<file path="src/hw/rtl/inode_free_cache_allocator_macros.svh">
// Assertion macros used by the inode allocator datapath.
// Needs signals named clk and rst_n in the including module.
`ifndef INODE_FREE_CACHE_ALLOCATOR_MACROS_SVH
`define INODE_FREE_CACHE_ALLOCATOR_MACROS_SVH

// Consequent must hold in the same cycle as the antecedent.
`define IFCA_ASSERT_SAME(label, ante, cons) \
    label: assert property (@(posedge clk) disable iff (!rst_n) (ante) |-> (cons)) \
        else $error("ifca: assertion failed");

// Consequent must hold in the cycle after the antecedent.
`define IFCA_ASSERT_NEXT(label, ante, cons) \
    label: assert property (@(posedge clk) disable iff (!rst_n) (ante) |=> (cons)) \
        else $error("ifca: assertion failed");

`endif

</file>
<file path="src/hw/rtl/ifca_pkg.sv">
// Package for the inode allocator: sizes, codes, transaction structs,
// controller state type and the controller/datapath command and status groups.
// No dependencies.
package ifca_pkg;

    localparam int CACHE_DEPTH = 64;
    localparam int INODE_COUNT = 1024;

    localparam int ID_W   = 10;
    localparam int STAT_W = 2;
    localparam int MAP_AW = (INODE_COUNT > 1) ? $clog2(INODE_COUNT) : 1;
    localparam int POS_W  = $clog2(INODE_COUNT + 1);
    localparam int FC_W   = $clog2(INODE_COUNT + 1);
    localparam int CP_W   = $clog2(CACHE_DEPTH + 1);
    localparam int CA_W   = (CACHE_DEPTH > 1) ? $clog2(CACHE_DEPTH) : 1;

    localparam logic CMD_ALLOC = 1'b0;
    localparam logic CMD_FREE  = 1'b1;

    localparam logic [STAT_W-1:0] STATUS_ALLOCATED = 2'd0;
    localparam logic [STAT_W-1:0] STATUS_NONE_FREE = 2'd1;
    localparam logic [STAT_W-1:0] STATUS_FREED     = 2'd2;

    typedef struct packed {
        logic            cmd;
        logic [ID_W-1:0] inode_id;
    } req_t;

    typedef struct packed {
        logic [STAT_W-1:0] status;
        logic [ID_W-1:0]   inode_id_res;
    } rsp_t;

    typedef enum logic [2:0] {
        ST_CLEAR,
        ST_IDLE,
        ST_FREE,
        ST_POP,
        ST_SCAN_EVAL,
        ST_SCAN_CHK,
        ST_POP_RD
    } ctl_state_t;

    typedef struct packed {
        logic clear_step;
        logic idle_read;
        logic capture;
        logic scan_init;
        logic scan_read;
        logic scan_check;
        logic scan_wrap;
        logic scan_end;
        logic pop_read;
        logic pop_commit;
        logic free_commit;
        logic none_commit;
    } ctl_cmd_t;

    typedef struct packed {
        logic cache_empty;
        logic scan_more;
        logic scan_wrap_due;
        logic clear_last;
        logic out_busy;
    } dp_status_t;

endpackage

</file>
<file path="src/hw/rtl/inode_free_cache_allocator.sv">
// Top level of the inode number allocator: free map plus stack cache.
// Instantiates ifca_ctrl and ifca_datapath; types from ifca_pkg.
//
//  channel | direction | transaction payload           | handshake
//  --------+-----------+-------------------------------+------------------
//  req     | in        | cmd, inode_id      (req_t)    | req_valid/req_stall
//  rsp     | out       | status, inode_id_res (rsp_t)  | rsp_valid/rsp_stall
//
// After reset a clearing pass walks the whole free map and sets it to all
// free; req_stall stays high throughout. One transaction at a time.
// A free, or an allocate that hits the cache, is accepted, then committed.
// A miss walks map entries from the rover, a read and a check for each, with
// one wrap to inode 0; it ends with a pop, or with none free if it finds nothing.
// A stalled result holds only the next commit; the next request is still taken.

module inode_free_cache_allocator (
    input  logic           clk,
    input  logic           rst_n,
    input  logic           req_valid,
    output logic           req_stall,
    input  ifca_pkg::req_t req,
    output logic           rsp_valid,
    input  logic           rsp_stall,
    output ifca_pkg::rsp_t rsp
);

    // Command group from controller to datapath, status group back
    ifca_pkg::ctl_cmd_t   cmd;
    ifca_pkg::dp_status_t status;

    // Sequence clearing pass, free, pop and refill scan
    ifca_ctrl u_ctrl (
        .clk       (clk),
        .rst_n     (rst_n),
        .req_valid (req_valid),
        .req_cmd   (req.cmd),
        .req_stall (req_stall),
        .status    (status),
        .cmd       (cmd)
    );

    // Hold the free map, the cache and the result register
    ifca_datapath u_datapath (
        .clk       (clk),
        .rst_n     (rst_n),
        .cmd       (cmd),
        .status    (status),
        .req       (req),
        .rsp_valid (rsp_valid),
        .rsp_stall (rsp_stall),
        .rsp       (rsp)
    );

endmodule

</file>
<file path="src/hw/rtl/ifca_datapath.sv">
// Datapath of the inode allocator: free map, stack cache, pointers, scan
// counters and the result register. Depends on ifca_pkg and the macro header.
`include "inode_free_cache_allocator_macros.svh"

module ifca_datapath (
    input  logic                  clk,
    input  logic                  rst_n,
    input  ifca_pkg::ctl_cmd_t    cmd,
    output ifca_pkg::dp_status_t  status,
    input  ifca_pkg::req_t        req,
    output logic                  rsp_valid,
    input  logic                  rsp_stall,
    output ifca_pkg::rsp_t        rsp
);

    logic map_mem [ifca_pkg::INODE_COUNT];
    logic [ifca_pkg::MAP_AW-1:0] stack_mem [ifca_pkg::CACHE_DEPTH];

    logic                        map_rd_reg;
    logic [ifca_pkg::MAP_AW-1:0] stack_rd_reg;

    logic [ifca_pkg::CP_W-1:0]   pointer_reg, pointer_next;
    logic [ifca_pkg::FC_W-1:0]   free_count_reg, free_count_next;
    logic [ifca_pkg::MAP_AW-1:0] rover_reg, rover_next;
    logic [ifca_pkg::POS_W-1:0]  pos_reg, pos_next;
    logic [ifca_pkg::CP_W-1:0]   found_reg, found_next;
    logic                        wrap_reg, wrap_next;
    logic [ifca_pkg::MAP_AW-1:0] start_reg, start_next;
    logic [ifca_pkg::ID_W-1:0]   id_reg, id_next;
    logic                        out_valid_reg, out_valid_next;
    ifca_pkg::rsp_t              out_data_reg, out_data_next;

    logic                        map_we, map_wdata, map_re;
    logic [ifca_pkg::MAP_AW-1:0] map_waddr, map_raddr;
    logic                        stack_we, stack_re;
    logic [ifca_pkg::CA_W-1:0]   stack_waddr, stack_raddr;
    logic [ifca_pkg::MAP_AW-1:0] stack_wdata;

    logic cache_empty, id_ok, free_do, free_push, scan_push, out_load, out_busy;
    logic [ifca_pkg::MAP_AW-1:0] rover_start;

    assign cache_empty = (int'(pointer_reg) == ifca_pkg::CACHE_DEPTH);
    assign id_ok       = (int'(id_reg) < ifca_pkg::INODE_COUNT);
    assign free_do     = cmd.free_commit && id_ok && !map_rd_reg;
    assign free_push   = free_do && (pointer_reg != '0);
    assign scan_push   = cmd.scan_check && map_rd_reg;
    assign out_busy    = out_valid_reg && rsp_stall;
    assign out_load    = cmd.pop_commit || cmd.free_commit || cmd.none_commit;
    assign rover_start = (int'(rover_reg) < ifca_pkg::INODE_COUNT) ? rover_reg : '0;

    always_comb begin
        status.cache_empty   = cache_empty;
        status.scan_more     = (int'(found_reg) < ifca_pkg::CACHE_DEPTH)
                            && (int'(found_reg) < int'(free_count_reg))
                            && (wrap_reg ? (int'(pos_reg) < int'(start_reg))
                                         : (int'(pos_reg) < ifca_pkg::INODE_COUNT));
        status.scan_wrap_due = !wrap_reg && (int'(pos_reg) == ifca_pkg::INODE_COUNT);
        status.clear_last    = (int'(pos_reg) == ifca_pkg::INODE_COUNT - 1);
        status.out_busy      = out_busy;
    end

    // Free map ports
    always_comb begin
        map_we    = 1'b0;
        map_waddr = '0;
        map_wdata = 1'b0;
        if (cmd.clear_step) begin
            map_we    = 1'b1;
            map_waddr = ifca_pkg::MAP_AW'(pos_reg);
            map_wdata = 1'b1;
        end else if (cmd.pop_commit) begin
            map_we    = 1'b1;
            map_waddr = stack_rd_reg;
            map_wdata = 1'b0;
        end else if (free_do) begin
            map_we    = 1'b1;
            map_waddr = ifca_pkg::MAP_AW'(id_reg);
            map_wdata = 1'b1;
        end
    end

    assign map_re    = cmd.idle_read || cmd.scan_read;
    assign map_raddr = cmd.scan_read ? ifca_pkg::MAP_AW'(pos_reg)
                                     : ifca_pkg::MAP_AW'(req.inode_id);

    // Stack cache ports: push below the pointer, read at the pointer
    assign stack_we    = scan_push || free_push;
    assign stack_waddr = ifca_pkg::CA_W'(pointer_reg - 1'b1);
    assign stack_wdata = cmd.scan_check ? ifca_pkg::MAP_AW'(pos_reg)
                                        : ifca_pkg::MAP_AW'(id_reg);
    assign stack_re    = (cmd.idle_read && !cache_empty) || cmd.pop_read;
    assign stack_raddr = pointer_reg[ifca_pkg::CA_W-1:0];

    always_ff @(posedge clk) begin
        if (map_we) begin
            map_mem[map_waddr] <= map_wdata;
        end
        if (map_re) begin
            map_rd_reg <= map_mem[map_raddr];
        end
    end

    always_ff @(posedge clk) begin
        if (stack_we) begin
            stack_mem[stack_waddr] <= stack_wdata;
        end
        if (stack_re) begin
            stack_rd_reg <= stack_mem[stack_raddr];
        end
    end

    always_comb begin
        pointer_next    = pointer_reg;
        free_count_next = free_count_reg;
        rover_next      = rover_reg;
        pos_next        = pos_reg;
        found_next      = found_reg;
        wrap_next       = wrap_reg;
        start_next      = start_reg;
        id_next         = id_reg;

        if (cmd.capture) begin
            id_next = req.inode_id;
        end
        if (stack_we) begin
            pointer_next = pointer_reg - 1'b1;
        end else if (cmd.pop_commit) begin
            pointer_next = pointer_reg + 1'b1;
        end

        if (cmd.pop_commit && free_count_reg != '0) begin
            free_count_next = free_count_reg - 1'b1;
        end else if (free_do && int'(free_count_reg) != ifca_pkg::INODE_COUNT) begin
            free_count_next = free_count_reg + 1'b1;
        end

        if (cmd.scan_end) begin
            rover_next = (int'(pos_reg) >= ifca_pkg::INODE_COUNT)
                       ? '0 : ifca_pkg::MAP_AW'(pos_reg);
        end else if (free_do && pointer_reg == '0
                     && int'(id_reg) < int'(rover_reg)) begin
            rover_next = ifca_pkg::MAP_AW'(id_reg);
        end

        if (cmd.scan_init) begin
            start_next = rover_start;
            pos_next   = ifca_pkg::POS_W'(rover_start);
            found_next = '0;
            wrap_next  = 1'b0;
        end else if (cmd.scan_wrap) begin
            pos_next  = '0;
            wrap_next = 1'b1;
        end else if (cmd.clear_step || cmd.scan_check) begin
            pos_next = pos_reg + 1'b1;
        end
        if (scan_push) begin
            found_next = found_reg + 1'b1;
        end
    end

    // Result register: hold while stalled, drop once taken
    always_comb begin
        out_valid_next = out_valid_reg;
        out_data_next  = out_data_reg;
        if (out_load) begin
            out_valid_next = 1'b1;
            if (cmd.pop_commit) begin
                out_data_next.status       = ifca_pkg::STATUS_ALLOCATED;
                out_data_next.inode_id_res = ifca_pkg::ID_W'(stack_rd_reg);
            end else if (cmd.none_commit) begin
                out_data_next.status       = ifca_pkg::STATUS_NONE_FREE;
                out_data_next.inode_id_res = '0;
            end else begin
                out_data_next.status       = ifca_pkg::STATUS_FREED;
                out_data_next.inode_id_res = '0;
            end
        end else if (!rsp_stall) begin
            out_valid_next = 1'b0;
        end
    end

    always_ff @(posedge clk or negedge rst_n) begin
        if (!rst_n) begin
            pointer_reg    <= ifca_pkg::CP_W'(ifca_pkg::CACHE_DEPTH);
            free_count_reg <= ifca_pkg::FC_W'(ifca_pkg::INODE_COUNT);
            rover_reg      <= '0;
            pos_reg        <= '0;
            found_reg      <= '0;
            wrap_reg       <= 1'b0;
            out_valid_reg  <= 1'b0;
        end else begin
            pointer_reg    <= pointer_next;
            free_count_reg <= free_count_next;
            rover_reg      <= rover_next;
            pos_reg        <= pos_next;
            found_reg      <= found_next;
            wrap_reg       <= wrap_next;
            out_valid_reg  <= out_valid_next;
        end
    end

    always_ff @(posedge clk) begin
        start_reg    <= start_next;
        id_reg       <= id_next;
        out_data_reg <= out_data_next;
    end

    assign rsp_valid = out_valid_reg;
    assign rsp       = out_data_reg;

    `IFCA_ASSERT_SAME(a_load_when_free, out_load, !out_busy)
    `IFCA_ASSERT_SAME(a_pop_nonempty, cmd.pop_commit || cmd.pop_read, !cache_empty)
    `IFCA_ASSERT_SAME(a_scan_tracks_ptr, cmd.scan_check, int'(found_reg) + int'(pointer_reg) == ifca_pkg::CACHE_DEPTH)
    `IFCA_ASSERT_SAME(a_cache_le_free, 1'b1, int'(free_count_reg) + int'(pointer_reg) >= ifca_pkg::CACHE_DEPTH)

endmodule

</file>
<file path="src/hw/rtl/ifca_ctrl.sv">
// Controller state machine of the inode allocator: sequences the clearing
// pass, free, pop and refill scan. Depends on ifca_pkg.

module ifca_ctrl (
    input  logic                 clk,
    input  logic                 rst_n,
    input  logic                 req_valid,
    input  logic                 req_cmd,
    output logic                 req_stall,
    input  ifca_pkg::dp_status_t status,
    output ifca_pkg::ctl_cmd_t   cmd
);

    ifca_pkg::ctl_state_t state_reg, state_next;

    always_comb begin
        state_next = state_reg;
        unique case (state_reg)
            ifca_pkg::ST_CLEAR: begin
                if (status.clear_last) begin
                    state_next = ifca_pkg::ST_IDLE;
                end
            end
            ifca_pkg::ST_IDLE: begin
                if (req_valid) begin
                    if (req_cmd == ifca_pkg::CMD_FREE) begin
                        state_next = ifca_pkg::ST_FREE;
                    end else if (status.cache_empty) begin
                        state_next = ifca_pkg::ST_SCAN_EVAL;
                    end else begin
                        state_next = ifca_pkg::ST_POP;
                    end
                end
            end
            ifca_pkg::ST_SCAN_EVAL: begin
                if (status.scan_more) begin
                    state_next = ifca_pkg::ST_SCAN_CHK;
                end else if (!status.scan_wrap_due) begin
                    state_next = ifca_pkg::ST_POP_RD;
                end
            end
            ifca_pkg::ST_SCAN_CHK: begin
                state_next = ifca_pkg::ST_SCAN_EVAL;
            end
            ifca_pkg::ST_POP_RD: begin
                if (!status.cache_empty) begin
                    state_next = ifca_pkg::ST_POP;
                end else if (!status.out_busy) begin
                    state_next = ifca_pkg::ST_IDLE;
                end
            end
            ifca_pkg::ST_POP, ifca_pkg::ST_FREE: begin
                if (!status.out_busy) begin
                    state_next = ifca_pkg::ST_IDLE;
                end
            end
            default: state_next = ifca_pkg::ST_IDLE;
        endcase
    end

    always_comb begin
        cmd       = '0;
        req_stall = 1'b1;
        unique case (state_reg)
            ifca_pkg::ST_CLEAR: begin
                cmd.clear_step = 1'b1;
            end
            ifca_pkg::ST_IDLE: begin
                req_stall     = 1'b0;
                cmd.idle_read = 1'b1;
                cmd.capture   = req_valid;
                cmd.scan_init = req_valid && req_cmd == ifca_pkg::CMD_ALLOC
                             && status.cache_empty;
            end
            ifca_pkg::ST_SCAN_EVAL: begin
                cmd.scan_read = status.scan_more;
                cmd.scan_wrap = !status.scan_more && status.scan_wrap_due;
                cmd.scan_end  = !status.scan_more && !status.scan_wrap_due;
            end
            ifca_pkg::ST_SCAN_CHK: begin
                cmd.scan_check = 1'b1;
            end
            ifca_pkg::ST_POP_RD: begin
                cmd.pop_read    = !status.cache_empty;
                cmd.none_commit = status.cache_empty && !status.out_busy;
            end
            ifca_pkg::ST_POP: begin
                cmd.pop_commit = !status.out_busy;
            end
            ifca_pkg::ST_FREE: begin
                cmd.free_commit = !status.out_busy;
            end
            default: begin
                cmd = '0;
            end
        endcase
    end

    always_ff @(posedge clk or negedge rst_n) begin
        if (!rst_n) begin
            state_reg <= ifca_pkg::ST_CLEAR;
        end else begin
            state_reg <= state_next;
        end
    end

endmodule
</file>
<file path="config.mk">
export PLATFORM = sky130hd
export DESIGN_NAME = inode_free_cache_allocator
export DESIGN_NICKNAME = d
export VERILOG_FILES = /design/src/hw/rtl/ifca_pkg.sv /design/src/hw/rtl/inode_free_cache_allocator.sv /design/src/hw/rtl/ifca_datapath.sv /design/src/hw/rtl/ifca_ctrl.sv
export VERILOG_INCLUDE_DIRS = /design/src /design/src/hw/rtl
export SDC_FILE = /design/constraint.sdc
export NUM_CORES = 2
export LEC_CHECK = 0
export ABC_AREA = 1
export BUFFER_PORTS_ARGS = -buffer_cell sky130_fd_sc_hd__buf_4
export CAP_MARGIN = 20
export CORE_MARGIN = 2
export CORE_UTILIZATION = 30
export CTS_CLUSTER_DIAMETER = 40
export DETAILED_ROUTE_END_ITERATION = 16
export PLACE_DENSITY = 0.41
export SYNTH_ARGS = -nofsm -noshare
export SYNTH_HDL_FRONTEND = slang
export SYNTH_SLANG_ARGS = --single-unit
</file>
<file path="constraint.sdc">
create_clock -name clk -period 15.9 [get_ports clk]
set_clock_uncertainty 0.2 [all_clocks]
set_input_delay 0.795 -clock clk [delete_from_list [all_inputs] [get_ports clk]]
set_output_delay 0.795 -clock clk [all_outputs]
set_load 0.005 [all_outputs]
</file>
==> flow_summary.toml <==
[yosys]
ys_seq_elements = 1758
syn-num-nets = 7801
ys_seq_area_share_pct = 66.54
syn_inst = 7747
syn_avg_cell_area_um2 = 10.19
synth_cell_type_count = 54
yosys_warnings = 0
syn_area_um2 = 78960

[sta]
slew_violations = 0
setup_tns_ns = 0
tightest_slew_ns = 1.097
fin_crit_ns = 6.270
setup_violations = 0
fmax_mhz = 159.5
slew_headroom_pct = 26.60
fin_crit_sh_pct = 39.44
rsz0062_at_grt = "false"
hold_viol = 0

[critical_path]
critPathMaxFanout = 176
r2r_setup_slack_ns = 9.63
crit_chain = "ha_1 > nand2_1 > inv_1 > nand2_1 > nor2_1 > nand2_1 > nand3_2 > nand2_4 > nand3_2 > nand2_8 > nand2_8 > buf_12 > buf_4 > nand2_1 > nand3_1 > nand3_1 > nand3_1 > nand3_1 > nand3_1 > nand3_1 > nand3_1 > nand3_1 > nand3_1 > nand2_1"
cp_slowest_cell = "buf_4"
critPathLaunchType = "flip-flop"
crit_type = "reg2reg"
arrival_ns = 6.73
worstPathRequired_ns = 16.36
crit_path_end_kind = "flip-flop"
crit_family = "simple AND/OR/NAND/NOR gates"
slowest_delay_ns = 0.79
path_buf_inv = 3
cp_common_cell = "nand3_1"

[layout]
nets = 7809
drive_above_1_share_pct = 10.24
largest_reg_flops = 1024
postLayoutCoreUtil_pct = 35.90
syn_to_final_growth_pct = 19.16
layout_common_cells = "edfxtp_1, nand2_1, nor2_1"
final_common_cell = "edfxtp_1"
largest_register = "u_datapath.map_mem"

[grt]
grt_max_degree = 177
grt_use_total_pct = 20.19
grt_pass1_vias = 55656
grt_pass1_wl_um = 396400
gr-total-overflow = 0
antenna_found_initial = 5

[pwr]
p_comb_share_pct = 21.0
p_leak_nw = 34.01
switching_share_pct = 32.17
p_sw_mw = 5.243
power_frac_clock_pct = 42.8
peakVddDrop_mv = 0.1178
powerDensity_nw_per_um2 = 173.2
power.internal_mw = 11.06
seq_power_share_pct = 36.2

[drt]
drt-initial-drc-count = 5037
detail_route.wl_per_cell_um = 23.82
drc_errors = 0
wirelength_um = 274300
drt_first_pass_iters = 6
vias_per_cell = 4.940
drtAntennaViolNets = 0
vias = 56893

[clocking]
cts_buffers = 335
cts_resized = 0
clock-root-buffer = "clkbuf_16"
htreeDepth = 5
holdBufCountCts = 11
cts.sinks = 1758
cts_buffer_depth = 4
clock_latency_ns = 0.95
clkSlewWorstSetupHoldPaths_ns = 0.05
post_cts_buffers = 0
cts_tree = "built"

[run_status]
status = "finished clean"

[hold_path]
min_path_type = "in2reg"

[floorplanning]
row_count = 188
die-area_um2 = 267300
io_pins = 29
die_w_um = 517.0
start_util_pct = 30.13
die_h_um = 517.0
core-area_um2 = 262000

[placed_design]
io_buffers = 28
gp_congestion = 0.8050
hpwlAfterDp_um = 139100

[job]
maxCapViolCount = 0
cell type report:
| cell class | count | area (um^2) |
|---|---|---|
| diodes | 2 | 5.005 |
| clock inverters | 207 | 2293 |
| fillers | 26417 | 168000 |
| repair buffers | 216 | 2034 |
| multi-input cells | 4800 | 21730 |
| well taps | 3515 | 4398 |
| inverters | 644 | 2437 |
| clock buffers | 374 | 8636 |
| flip-flops and latches | 1758 | 52550 |
routing by layer:
metal / share of wire [%] / GRT usage (%) / up-vias
li1: - / - / 26249
met3: 4.5 / 2.669 / 461
met2: 48 / 33.95 / 1447
met4: 3.0 / 6.468 / 2
met1: 44 / 26.87 / 28734
met5: 0.0047 / 0 / -
power groups by stage:
stage,combinational (mW),clock [mW],sequential [mW]
6_report,3.43,6.97,5.90
5_1_grt,3.72,7.30,5.92
4_1_cts,3.44,7.10,5.91
3_5_place_dp,3.43,0,6.00
3_3_place_gp,3.43,0,6.00
2_1_floorplan,1.90,0,6.32
worst reg2reg max path, stage by stage (launching register included):
cell and delay [ns]:
dfrtp_1 0.48, ha_1 0.33, nand2_1 0.04, inv_1 0.08, nand2_1 0.09, nor2_1 0.09
nand2_1 0.07, nand3_2 0.08, nand2_4 0.07, nand3_2 0.34, nand2_8 0.22, nand2_8 0.55
buf_12 0.67, buf_4 0.95, nand2_1 0.13, nand3_1 0.13, nand3_1 0.09, nand3_1 0.14
nand3_1 0.11, nand3_1 0.33, nand3_1 0.29, nand3_1 0.28, nand3_1 0.10, nand3_1 0.09
nand2_1 0.06
synthesized netlist by cell type, drive strengths merged:
library cell  instances  share of area (%)
edfxtp             1707                 65
nand2              1677                8.0
nor2               1480                7.1
nand3               758                4.8
inv                 642                3.1
o21ai               391                2.5
clkbuf              273                1.3
buf                 272                2.0
o22ai               173                1.4
o211ai               94               0.89
dfrtp                49                1.6
ha                   38               0.60
a21oi                33               0.21
a22o                 22               0.24
a221oi               21               0.23
o221ai               19               0.21
xor2                 16               0.18
nand4                14               0.13
nor3                 14              0.095
a41oi                12               0.13
nand3b                9              0.086
xnor2                 6              0.067
a31oi                 4              0.032
nor4                  3              0.024
a211oi                2              0.019
a21o                  2              0.019
clkinv                2             0.0095
dfstp                 2              0.067
nor3b                 2              0.019
o32ai                 2              0.022
a21boi                1             0.0095
a22oi                 1             0.0095
a311oi                1              0.011
fa                    1              0.025
o2111ai               1              0.011
o21bai                1             0.0095
o311ai                1              0.011
or2                   1             0.0079
cells by family (layout without fill, tap and decap cells):
family | Yosys count | count (layout) | share of synthesized area (%)
buffers and inverters | 1189 | 1441 | 6.329
other | 0 | 2 | 0
adders and majority gates | 39 | 39 | 0.6275
xor gates and xnor gates | 22 | 22 | 0.2440
DFF | 1758 | 1758 | 66.54
and+or+nand+nor | 3958 | 3958 | 20.30
AOI/OAI and AO/OA | 781 | 781 | 5.955
through the flow:
stage               cell area, um^2  hold WS (ns)  setup slack (ns)  power [mW]  instances
CTS                           93680       0.05596             9.447       16.45      11487
finish                        94080        0.1200             9.630       16.30      11516
detailed placement            82640        0.2348             9.497       9.430      10895
floorplan                     78960        0.2249             5.685       8.220       7747
global placement              82420        0.2306             9.417       9.426      10883
global route                  94080       0.08020             9.182       16.93      11515
worst paths after layout:
check                                                     from                                    end  depth (start not counted)
max in group asynchronous                                rst_n  u_datapath.pointer_reg[0]$_DFFE_PN0P_                          2
hold / removal                                         req[10]        u_datapath.wrap_reg$_DFFE_PN0P_                          3
hold reg to reg            u_datapath.rover_reg[3]$_DFFE_PN0P_      u_datapath.start_reg[3]$_DFFE_PP_                          0
setup / recovery             u_datapath.pos_reg[8]$_DFFE_PN0P_        u_datapath.map_rd_reg$_DFFE_PP_                         24
min in group asynchronous                                rst_n       u_datapath.rsp_valid$_DFFE_PN0P_                          2
setup reg to reg             u_datapath.pos_reg[8]$_DFFE_PN0P_        u_datapath.map_rd_reg$_DFFE_PP_                         24
No activity file was read; power rests on OpenSTA's default activity.
